===== src/rtl/md5bh_pkg.sv =====
`default_nettype none
package md5bh_pkg;

  localparam int unsigned WORD_W     = 32;
  localparam int unsigned BLOCK_WORDS = 16;
  localparam int unsigned ADDR_W     = $clog2(BLOCK_WORDS);
  localparam int unsigned ROUNDS     = 64;
  localparam int unsigned ROUND_W    = $clog2(ROUNDS);
  localparam int unsigned CFG_IDX_W  = 3;

  localparam logic [WORD_W-1:0] STD_START [4] = '{
    32'h67452301, 32'hefcdab89, 32'h98badcfe, 32'h10325476
  };
  localparam logic [WORD_W-1:0] PAD_FIRST  = 32'h00000080;
  localparam logic [ADDR_W-1:0] PAD_LEN_AT = ADDR_W'(14);

  typedef enum logic [CFG_IDX_W-1:0] {
    CFG_USE_GIVEN = 3'd0,
    CFG_START_A   = 3'd1,
    CFG_START_B   = 3'd2,
    CFG_START_C   = 3'd3,
    CFG_START_D   = 3'd4
  } cfg_idx_t;

  typedef enum logic [2:0] {
    ST_IDLE,
    ST_LOAD,
    ST_ROUND,
    ST_ADD,
    ST_OUT
  } state_t;

  typedef logic [WORD_W-1:0] word_t;

  // message word index used by each round
  function automatic logic [ADDR_W-1:0] md5bh_g(input logic [ROUND_W-1:0] rnd);
    logic [ADDR_W-1:0] i;
    logic [ADDR_W-1:0] res;
    i = rnd[ADDR_W-1:0];
    unique case (rnd[ROUND_W-1:ROUND_W-2])
      2'd0: res = i;
      2'd1: res = ADDR_W'((i << 2) + i + ADDR_W'(1));
      2'd2: res = ADDR_W'((i << 1) + i + ADDR_W'(5));
      default: res = ADDR_W'((i << 3) - i);
    endcase
    return res;
  endfunction

  function automatic logic [4:0] md5bh_rot(input logic [ROUND_W-1:0] rnd);
    logic [4:0] res;
    unique case ({rnd[ROUND_W-1:ROUND_W-2], rnd[1:0]})
      4'd0:  res = 5'd7;
      4'd1:  res = 5'd12;
      4'd2:  res = 5'd17;
      4'd3:  res = 5'd22;
      4'd4:  res = 5'd5;
      4'd5:  res = 5'd9;
      4'd6:  res = 5'd14;
      4'd7:  res = 5'd20;
      4'd8:  res = 5'd4;
      4'd9:  res = 5'd11;
      4'd10: res = 5'd16;
      4'd11: res = 5'd23;
      4'd12: res = 5'd6;
      4'd13: res = 5'd10;
      4'd14: res = 5'd15;
      default: res = 5'd21;
    endcase
    return res;
  endfunction

  function automatic word_t md5bh_k(input logic [ROUND_W-1:0] rnd);
    word_t res;
    unique case (rnd)
      6'd0:  res = 32'hd76aa478;  6'd1:  res = 32'he8c7b756;
      6'd2:  res = 32'h242070db;  6'd3:  res = 32'hc1bdceee;
      6'd4:  res = 32'hf57c0faf;  6'd5:  res = 32'h4787c62a;
      6'd6:  res = 32'ha8304613;  6'd7:  res = 32'hfd469501;
      6'd8:  res = 32'h698098d8;  6'd9:  res = 32'h8b44f7af;
      6'd10: res = 32'hffff5bb1;  6'd11: res = 32'h895cd7be;
      6'd12: res = 32'h6b901122;  6'd13: res = 32'hfd987193;
      6'd14: res = 32'ha679438e;  6'd15: res = 32'h49b40821;
      6'd16: res = 32'hf61e2562;  6'd17: res = 32'hc040b340;
      6'd18: res = 32'h265e5a51;  6'd19: res = 32'he9b6c7aa;
      6'd20: res = 32'hd62f105d;  6'd21: res = 32'h02441453;
      6'd22: res = 32'hd8a1e681;  6'd23: res = 32'he7d3fbc8;
      6'd24: res = 32'h21e1cde6;  6'd25: res = 32'hc33707d6;
      6'd26: res = 32'hf4d50d87;  6'd27: res = 32'h455a14ed;
      6'd28: res = 32'ha9e3e905;  6'd29: res = 32'hfcefa3f8;
      6'd30: res = 32'h676f02d9;  6'd31: res = 32'h8d2a4c8a;
      6'd32: res = 32'hfffa3942;  6'd33: res = 32'h8771f681;
      6'd34: res = 32'h6d9d6122;  6'd35: res = 32'hfde5380c;
      6'd36: res = 32'ha4beea44;  6'd37: res = 32'h4bdecfa9;
      6'd38: res = 32'hf6bb4b60;  6'd39: res = 32'hbebfbc70;
      6'd40: res = 32'h289b7ec6;  6'd41: res = 32'heaa127fa;
      6'd42: res = 32'hd4ef3085;  6'd43: res = 32'h04881d05;
      6'd44: res = 32'hd9d4d039;  6'd45: res = 32'he6db99e5;
      6'd46: res = 32'h1fa27cf8;  6'd47: res = 32'hc4ac5665;
      6'd48: res = 32'hf4292244;  6'd49: res = 32'h432aff97;
      6'd50: res = 32'hab9423a7;  6'd51: res = 32'hfc93a039;
      6'd52: res = 32'h655b59c3;  6'd53: res = 32'h8f0ccc92;
      6'd54: res = 32'hffeff47d;  6'd55: res = 32'h85845dd1;
      6'd56: res = 32'h6fa87e4f;  6'd57: res = 32'hfe2ce6e0;
      6'd58: res = 32'ha3014314;  6'd59: res = 32'h4e0811a1;
      6'd60: res = 32'hf7537e82;  6'd61: res = 32'hbd3af235;
      6'd62: res = 32'h2ad7d2bb;  default: res = 32'heb86d391;
    endcase
    return res;
  endfunction

  function automatic word_t md5bh_swap(input word_t x);
    return {x[7:0], x[15:8], x[23:16], x[31:24]};
  endfunction

endpackage
`default_nettype wire


===== src/rtl/md5bh_ram.sv =====
`default_nettype none
module md5bh_ram #(
  parameter int unsigned WIDTH = 32,
  parameter int unsigned DEPTH = 16
) (
  input  wire logic                     clk,
  input  wire logic                     wr_en,
  input  wire logic [$clog2(DEPTH)-1:0] wr_addr,
  input  wire logic [WIDTH-1:0]         wr_data,
  input  wire logic [$clog2(DEPTH)-1:0] rd_addr,
  output      logic [WIDTH-1:0]         rd_data
);

  logic [WIDTH-1:0] mem [DEPTH];

  always_ff @(posedge clk) begin
    if (wr_en) begin
      mem[wr_addr] <= wr_data;
    end
    rd_data <= mem[rd_addr];
  end

endmodule
`default_nettype wire


===== src/rtl/md5_block_hasher.sv =====
`default_nettype none
// channel  direction  handshake           payload
// in       input      in_valid/in_stall   in_req_type, in_data_word, in_total_bytes
// out      output     out_valid/out_stall out_digest_word, out_word_index,
//                                         out_last_word, out_length_error
// cfg      input      cfg_valid/cfg_ready cfg_index, cfg_data
//
// a data item is accepted in any cycle in which in_stall is low; the 16th item of a block also runs the block:
// a load state, 64 rounds at one per cycle, then an add state.
// a good finish item runs the padding block then loads four results;
// a bad finish item goes to the output state, which loads its single result once the output register is free.
// rst_n clears the control state and the config registers; cfg_ready is always high.
// in_stall is high while a block runs or results wait; out_stall holds the output register.
module md5_block_hasher (
  input  wire logic        clk,
  input  wire logic        rst_n,
  input  wire logic        in_valid,
  output      logic        in_stall,
  input  wire logic        in_req_type,
  input  wire logic [31:0] in_data_word,
  input  wire logic [31:0] in_total_bytes,
  output      logic        out_valid,
  input  wire logic        out_stall,
  output      logic [31:0] out_digest_word,
  output      logic [1:0]  out_word_index,
  output      logic        out_last_word,
  output      logic        out_length_error,
  input  wire logic        cfg_valid,
  output      logic        cfg_ready,
  input  wire logic [2:0]  cfg_index,
  input  wire logic [31:0] cfg_data
);

  localparam int unsigned AW = md5bh_pkg::ADDR_W;
  localparam int unsigned RW = md5bh_pkg::ROUND_W;

  md5bh_pkg::state_t state_r, state_nxt;
  logic [RW-1:0]     round_r, round_nxt;
  logic [AW-1:0]     fill_r, fill_nxt;
  logic              run_active_r, run_active_nxt;
  logic              pad_mode_r, pad_mode_nxt;
  logic              err_r, err_nxt;
  logic [1:0]        out_cnt_r, out_cnt_nxt;
  md5bh_pkg::word_t  bitcnt_r, bitcnt_nxt;
  md5bh_pkg::word_t  chain_r [4];
  md5bh_pkg::word_t  chain_nxt [4];
  md5bh_pkg::word_t  work_r [4];
  md5bh_pkg::word_t  work_nxt [4];

  logic              use_given_r;
  md5bh_pkg::word_t  start_r [4];

  logic              out_valid_r, out_valid_nxt;
  md5bh_pkg::word_t  out_digest_r, out_digest_nxt;
  logic [1:0]        out_idx_r, out_idx_nxt;
  logic              out_last_r, out_last_nxt;
  logic              out_err_r, out_err_nxt;

  logic              ram_we;
  logic [AW-1:0]     ram_waddr;
  logic [AW-1:0]     ram_raddr;
  md5bh_pkg::word_t  ram_rdata;

  logic              in_acc;
  logic [AW-1:0]     g_cur;
  md5bh_pkg::word_t  msg_word;
  md5bh_pkg::word_t  f_val;
  md5bh_pkg::word_t  sum_val;
  logic [63:0]       rot_dbl;

  md5bh_ram #(
    .WIDTH(md5bh_pkg::WORD_W),
    .DEPTH(md5bh_pkg::BLOCK_WORDS)
  ) u_words (
    .clk    (clk),
    .wr_en  (ram_we),
    .wr_addr(ram_waddr),
    .wr_data(in_data_word),
    .rd_addr(ram_raddr),
    .rd_data(ram_rdata)
  );

  assign cfg_ready        = 1'b1;
  assign in_stall         = (state_r != md5bh_pkg::ST_IDLE);
  assign in_acc           = in_valid && !in_stall;
  assign out_valid        = out_valid_r;
  assign out_digest_word  = out_digest_r;
  assign out_word_index   = out_idx_r;
  assign out_last_word    = out_last_r;
  assign out_length_error = out_err_r;

  // round datapath
  always_comb begin
    g_cur = md5bh_pkg::md5bh_g(round_r);
    if (pad_mode_r) begin
      if (g_cur == '0) begin
        msg_word = md5bh_pkg::PAD_FIRST;
      end else if (g_cur == md5bh_pkg::PAD_LEN_AT) begin
        msg_word = bitcnt_r;
      end else begin
        msg_word = '0;
      end
    end else begin
      msg_word = ram_rdata;
    end
    unique case (round_r[RW-1:RW-2])
      2'd0: f_val = work_r[3] ^ (work_r[1] & (work_r[2] ^ work_r[3]));
      2'd1: f_val = work_r[2] ^ (work_r[3] & (work_r[1] ^ work_r[2]));
      2'd2: f_val = work_r[1] ^ work_r[2] ^ work_r[3];
      default: f_val = work_r[2] ^ (work_r[1] | ~work_r[3]);
    endcase
    sum_val = work_r[0] + f_val + md5bh_pkg::md5bh_k(round_r) + msg_word;
    rot_dbl = {sum_val, sum_val} << md5bh_pkg::md5bh_rot(round_r);
  end

  always_comb begin
    state_nxt      = state_r;
    round_nxt      = round_r;
    fill_nxt       = fill_r;
    run_active_nxt = run_active_r;
    pad_mode_nxt   = pad_mode_r;
    err_nxt        = err_r;
    out_cnt_nxt    = out_cnt_r;
    bitcnt_nxt     = bitcnt_r;
    chain_nxt      = chain_r;
    work_nxt       = work_r;
    out_valid_nxt  = out_valid_r && out_stall;
    out_digest_nxt = out_digest_r;
    out_idx_nxt    = out_idx_r;
    out_last_nxt   = out_last_r;
    out_err_nxt    = out_err_r;
    ram_we         = 1'b0;
    ram_waddr      = fill_r;
    // prefetch the word for the next round
    ram_raddr      = (state_r == md5bh_pkg::ST_ROUND) ?
                     md5bh_pkg::md5bh_g(RW'(round_r + RW'(1))) : '0;

    unique case (state_r)
      md5bh_pkg::ST_IDLE: begin
        if (in_acc) begin
          if (!run_active_r) begin
            for (int i = 0; i < 4; i++) begin
              chain_nxt[i] = use_given_r ? start_r[i] : md5bh_pkg::STD_START[i];
            end
          end
          run_active_nxt = 1'b1;
          if (!in_req_type) begin
            ram_we   = 1'b1;
            fill_nxt = AW'(fill_r + AW'(1));
            if (fill_r == AW'(md5bh_pkg::BLOCK_WORDS - 1)) begin
              pad_mode_nxt = 1'b0;
              state_nxt    = md5bh_pkg::ST_LOAD;
            end
          end else begin
            run_active_nxt = 1'b0;
            fill_nxt       = '0;
            out_cnt_nxt    = '0;
            if (in_total_bytes[5:0] != 6'd0 || fill_r != '0) begin
              err_nxt   = 1'b1;
              state_nxt = md5bh_pkg::ST_OUT;
            end else begin
              err_nxt      = 1'b0;
              pad_mode_nxt = 1'b1;
              bitcnt_nxt   = {in_total_bytes[28:0], 3'b000};
              state_nxt    = md5bh_pkg::ST_LOAD;
            end
          end
        end
      end
      md5bh_pkg::ST_LOAD: begin
        work_nxt  = chain_r;
        round_nxt = '0;
        state_nxt = md5bh_pkg::ST_ROUND;
      end
      md5bh_pkg::ST_ROUND: begin
        work_nxt[0] = work_r[3];
        work_nxt[1] = work_r[1] + rot_dbl[63:32];
        work_nxt[2] = work_r[1];
        work_nxt[3] = work_r[2];
        round_nxt   = RW'(round_r + RW'(1));
        if (round_r == RW'(md5bh_pkg::ROUNDS - 1)) begin
          state_nxt = md5bh_pkg::ST_ADD;
        end
      end
      md5bh_pkg::ST_ADD: begin
        for (int i = 0; i < 4; i++) begin
          chain_nxt[i] = chain_r[i] + work_r[i];
        end
        state_nxt = pad_mode_r ? md5bh_pkg::ST_OUT : md5bh_pkg::ST_IDLE;
      end
      md5bh_pkg::ST_OUT: begin
        if (!out_valid_r || !out_stall) begin
          out_valid_nxt = 1'b1;
          if (err_r) begin
            out_digest_nxt = '0;
            out_idx_nxt    = '0;
            out_last_nxt   = 1'b1;
            out_err_nxt    = 1'b1;
            state_nxt      = md5bh_pkg::ST_IDLE;
          end else begin
            out_digest_nxt = md5bh_pkg::md5bh_swap(chain_r[out_cnt_r]);
            out_idx_nxt    = out_cnt_r;
            out_last_nxt   = (out_cnt_r == 2'd3);
            out_err_nxt    = 1'b0;
            out_cnt_nxt    = out_cnt_r + 2'd1;
            if (out_cnt_r == 2'd3) begin
              state_nxt = md5bh_pkg::ST_IDLE;
            end
          end
        end
      end
      default: begin
        state_nxt = md5bh_pkg::ST_IDLE;
      end
    endcase
  end

  always_ff @(posedge clk) begin
    if (!rst_n) begin
      state_r      <= md5bh_pkg::ST_IDLE;
      round_r      <= '0;
      fill_r       <= '0;
      run_active_r <= 1'b0;
      out_valid_r  <= 1'b0;
    end else begin
      state_r      <= state_nxt;
      round_r      <= round_nxt;
      fill_r       <= fill_nxt;
      run_active_r <= run_active_nxt;
      out_valid_r  <= out_valid_nxt;
    end
  end

  always_ff @(posedge clk) begin
    pad_mode_r   <= pad_mode_nxt;
    err_r        <= err_nxt;
    out_cnt_r    <= out_cnt_nxt;
    bitcnt_r     <= bitcnt_nxt;
    chain_r      <= chain_nxt;
    work_r       <= work_nxt;
    out_digest_r <= out_digest_nxt;
    out_idx_r    <= out_idx_nxt;
    out_last_r   <= out_last_nxt;
    out_err_r    <= out_err_nxt;
  end

  // config registers, index beyond the list is ignored
  always_ff @(posedge clk) begin
    if (!rst_n) begin
      use_given_r <= 1'b0;
      for (int i = 0; i < 4; i++) begin
        start_r[i] <= '0;
      end
    end else if (cfg_valid && cfg_ready) begin
      case (cfg_index)
        md5bh_pkg::CFG_USE_GIVEN: use_given_r <= cfg_data[0];
        md5bh_pkg::CFG_START_A:   start_r[0]  <= cfg_data;
        md5bh_pkg::CFG_START_B:   start_r[1]  <= cfg_data;
        md5bh_pkg::CFG_START_C:   start_r[2]  <= cfg_data;
        md5bh_pkg::CFG_START_D:   start_r[3]  <= cfg_data;
        default: ;
      endcase
    end
  end

endmodule
`default_nettype wire


===== config.mk =====
export PLATFORM = sky130hd
export DESIGN_NAME = md5_block_hasher
export DESIGN_NICKNAME = d
export VERILOG_FILES = /design/src/rtl/md5bh_pkg.sv /design/src/rtl/md5bh_ram.sv /design/src/rtl/md5_block_hasher.sv
export SDC_FILE = /design/constraint.sdc
export NUM_CORES = 2
export LEC_CHECK = 0
export BUFFER_PORTS_ARGS = -buffer_cell sky130_fd_sc_hd__buf_4
export CORE_UTILIZATION = 58
export CTS_CLUSTER_SIZE = 28
export DETAILED_ROUTE_END_ITERATION = 12
export GPL_TIMING_DRIVEN = 1
export PLACE_DENSITY = 0.87
export SKIP_CTS_REPAIR_TIMING = 1
export SYNTH_ARGS = -nofsm -noshare
export SYNTH_HDL_FRONTEND = slang
export SYNTH_SLANG_ARGS = --single-unit
export TNS_END_PERCENT = 50

===== constraint.sdc =====
create_clock -name clk -period 10.1 [get_ports clk]
set_input_delay 1.515 -clock clk [delete_from_list [all_inputs] [get_ports clk]]
set_output_delay 1.515 -clock clk [all_outputs]
set_load 0.02 [all_outputs]

==> results.tsv <==
stage	metric	value	unit
synth	synth-warning-count	0	
setup_path	crit_family	compound AO/OA/AOI/OAI gates	
synth	synth.distinct_cells	91	
clock_tree	cts_buffers	105	
global_route	grt_pass1_vias	46500	
drt	wire_per_inst	25.5	um
synth	syn_area	0.0600	sq mm
synth	syn_area_per_cell	10.5	sq um
setup_path	worstPathArrival	10.33	ns
synth	synthesis.nets	6103	
sta	max-slew-margin-rel	0.185	
setup_path	cp_num_buf_inv	7	
sta	final.setup.tns	0	ns
sta	slew_viol_final	0	
clock_tree	htree_levels	3	
drt	drt_iter0_markers	7061	
placement	place_congestion	1.01	
sta	finalHoldViolCount	0	
clock_tree	cts_buffer_depth	3	
setup_path	cp-start-kind	flip-flop	
setup_path	critPathMostFrequentCell	buf_4	
worst_hold_path	hold_path.class	flip-flop to flip-flop	
floorplan	core_region_area	0.102	sq mm
global_route	antenna_found_initial	12	
pwr	leakage	24.3	nW
setup_path	timing_worst_setup_path_type	flip-flop to flip-flop	
drt	ant_nets	0	
sta	rsz0062_at_grt	true	
placement	dp_slack	0.148	ns
setup_path	critPathSlowestCell	fa_1	
placement	io_buffers	139	
sta	setup_viol	0	
clock_tree	cts_tree	yes	
synth	ys.flop_type	edfxtp_1	
floorplan	dieArea	0.105	sq mm
final_layout	layout_commonest_cell	edfxtp_1	
sta	period_needed	9.88	ns
final_layout	nets	6171	
synth	async_flop_share	0	
drt	route.detailed.drc	0	
global_route	grt_usage	0.345	
drt	vias_per_cell	6.75	
global_route	grt_remaining_overflow	0	
status	status	finished clean	
final_layout	layout_common_cells	965 x edfxtp_1, 825 x nand2_1, 397 x a21oi_1, 338 x o21ai_0, 316 x buf_4	
drt	wl	184000	um
setup_path	end_kind	flip-flop	
sta	finClkSkew	0.0428	ns
synth	netlist_instances	5707	
synth	synth_edf_count	965	
setup_path	path_max_fanout	9	
drt	vias	48900	
flow_run	max_cap_viol_count	0	
clock_tree	clockRootBuffer	clkbuf_16	
synth	ys_ff_latch	1050	
floorplan	io_pins	144	
setup_path	cpPeakStageDelay	0.56	ns
floorplan	die_w	324	um
pwr	power_density	293	mW/mm^2
pwr	total_power	19.6	mW
clock_tree	path_clk_slew	0.07	ns
placement	hpwl	119000	um
final_layout	drive_gt1_frac	0.118	
global_route	grt_max_degree	191	
sta	setup_slack	0.220	ns
clock_tree	clock_sinks	1050	
synth	synth_seq_area_share	0.511	
setup_path	required	10.55	ns
sta	fin_crit_sh	0.978	
floorplan	die_h	324	um
sta	worstMarginPinSlew	1.22	ns
pwr	ir_worst_vdd	333	uV
floorplan	rows	117	
global_route	grt_pass1_wl	274000	um
final_layout	area_delta_synth_final	11.5	%
drt	first_pass_iters	7	
floorplan	start_util	0.587	
sta	clock.fmax	0.101	GHz
clock_tree	worstSkewPairLatency	0.73	ns
-- worst register-to-register path, delay by kind of cell (launching register included) --
family / cells / cell delay [ns]
adder cells (fa/ha/maj): 6 / 2.34
multiplexers: 2 / 0.83
AO/OA/AOI/OAI: 16 / 3.49
buffers and inverters: 7 / 0.84
XOR/XNOR: 2 / 0.29
AND/OR/NAND/NOR: 6 / 1.47
flip-flops: 1 / 0.33
-- per-layer routing --
metal  vias to the layer above  track usage  wire length, um
met5                         -            0               71
met4                        10        0.237            13900
met3                       778       0.0688            20900
met2                      3491        0.535            83400
met1                     23300        0.438            66100
li1                      21300            -                -
-- path summary, 6_finish.rpt --
kind,slack (ns),startpoint,end,depth (start not counted)
hold / removal,0.52,run_active_r$_SDFFE_PN0P_,run_active_r$_SDFFE_PN0P_,2
hold reg to reg,0.52,run_active_r$_SDFFE_PN0P_,run_active_r$_SDFFE_PN0P_,2
setup reg to reg,0.22,round_r[1]$_SDFFE_PN0N_,work_r[95]$_DFFE_PN_,39
setup / recovery,0.22,round_r[1]$_SDFFE_PN0N_,work_r[95]$_DFFE_PN_,39
-- state kept, by name (all words and copies together), names as in the netlist, named ones only --
register	count
bitcnt_r	29
chain_r	128
err_r	1
fill_r	4
out_cnt_r	2
out_digest_word	32
out_last_word	1
out_length_error	1
out_valid	1
out_word_index	2
pad_mode_r	1
round_r	6
run_active_r	1
start_r	128
state_r	3
u_words.mem	512
u_words.rd_data	32
use_given_r	1
work_r	128
-- final cells by class --
cell class                 count  area (sq um)
fill                        7399         35300
multi-input combinational   4085         27500
sequential                  1050         30700
clock inverter                67           905
clock buffer                 128          2750
antenna                        6          15.0
tap                         1368          1710
timing repair buffer         321          2460
inverter                     212           798
-- cell usage after synthesis (37+ instances only) --
master	n	share of area
mux2i_1	55	0.0092
and2_1	272	0.028
nor3_1	111	0.0093
o21ai_0	344	0.029
xor2_1	82	0.012
nand3_1	171	0.014
a211oi_1	200	0.025
nor2b_1	58	0.0060
or2_2	39	0.0041
dfxtp_1	85	0.028
o211ai_1	84	0.011
xnor2_1	139	0.020
buf_1	46	0.0029
a311oi_1	73	0.011
a21o_1	78	0.0098
fa_1	69	0.023
clkbuf_1	306	0.019
mux4_2	60	0.023
inv_1	205	0.013
a21oi_1	399	0.033
o21a_1	37	0.0046
edfxtp_1	965	0.48
a31oi_1	103	0.011
nor2_1	214	0.013
nand2_1	827	0.052
ha_1	222	0.046
-- power by group --
part           leakage [nW]  internal, mW  switching, mW
registers              9.36          5.12          0.267
logic                  13.2          4.32           5.72
clock network          1.77          2.39           1.77
total                  24.3          11.8           7.76
-- kinds of logic after synthesis --
| logic type | after synthesis | synth area share |
|---|---|---|
| simple gates | 1856 | 0.146 |
| compound gates | 1581 | 0.170 |
| flops | 1050 | 0.511 |
| buf+inv | 572 | 0.0360 |
| fa+ha+maj | 292 | 0.0695 |
| xor+xnor | 221 | 0.0323 |
| mux | 134 | 0.0353 |
| other cells | 1 | 0.0000625 |
-- stage by stage --
step                 util  std cells  cell area, sq um  hold slack, ns
floorplan               -       5707             60000           0.451
global placement    0.616       7023             62900           0.470
detailed placement  0.616       7023             62900           0.500
global route        0.654       7237             66900           0.553
finish              0.654       7237             66900           0.518
CTS                 0.652       7218             66600           0.516
No activity file was read; power rests on OpenSTA's default activity.
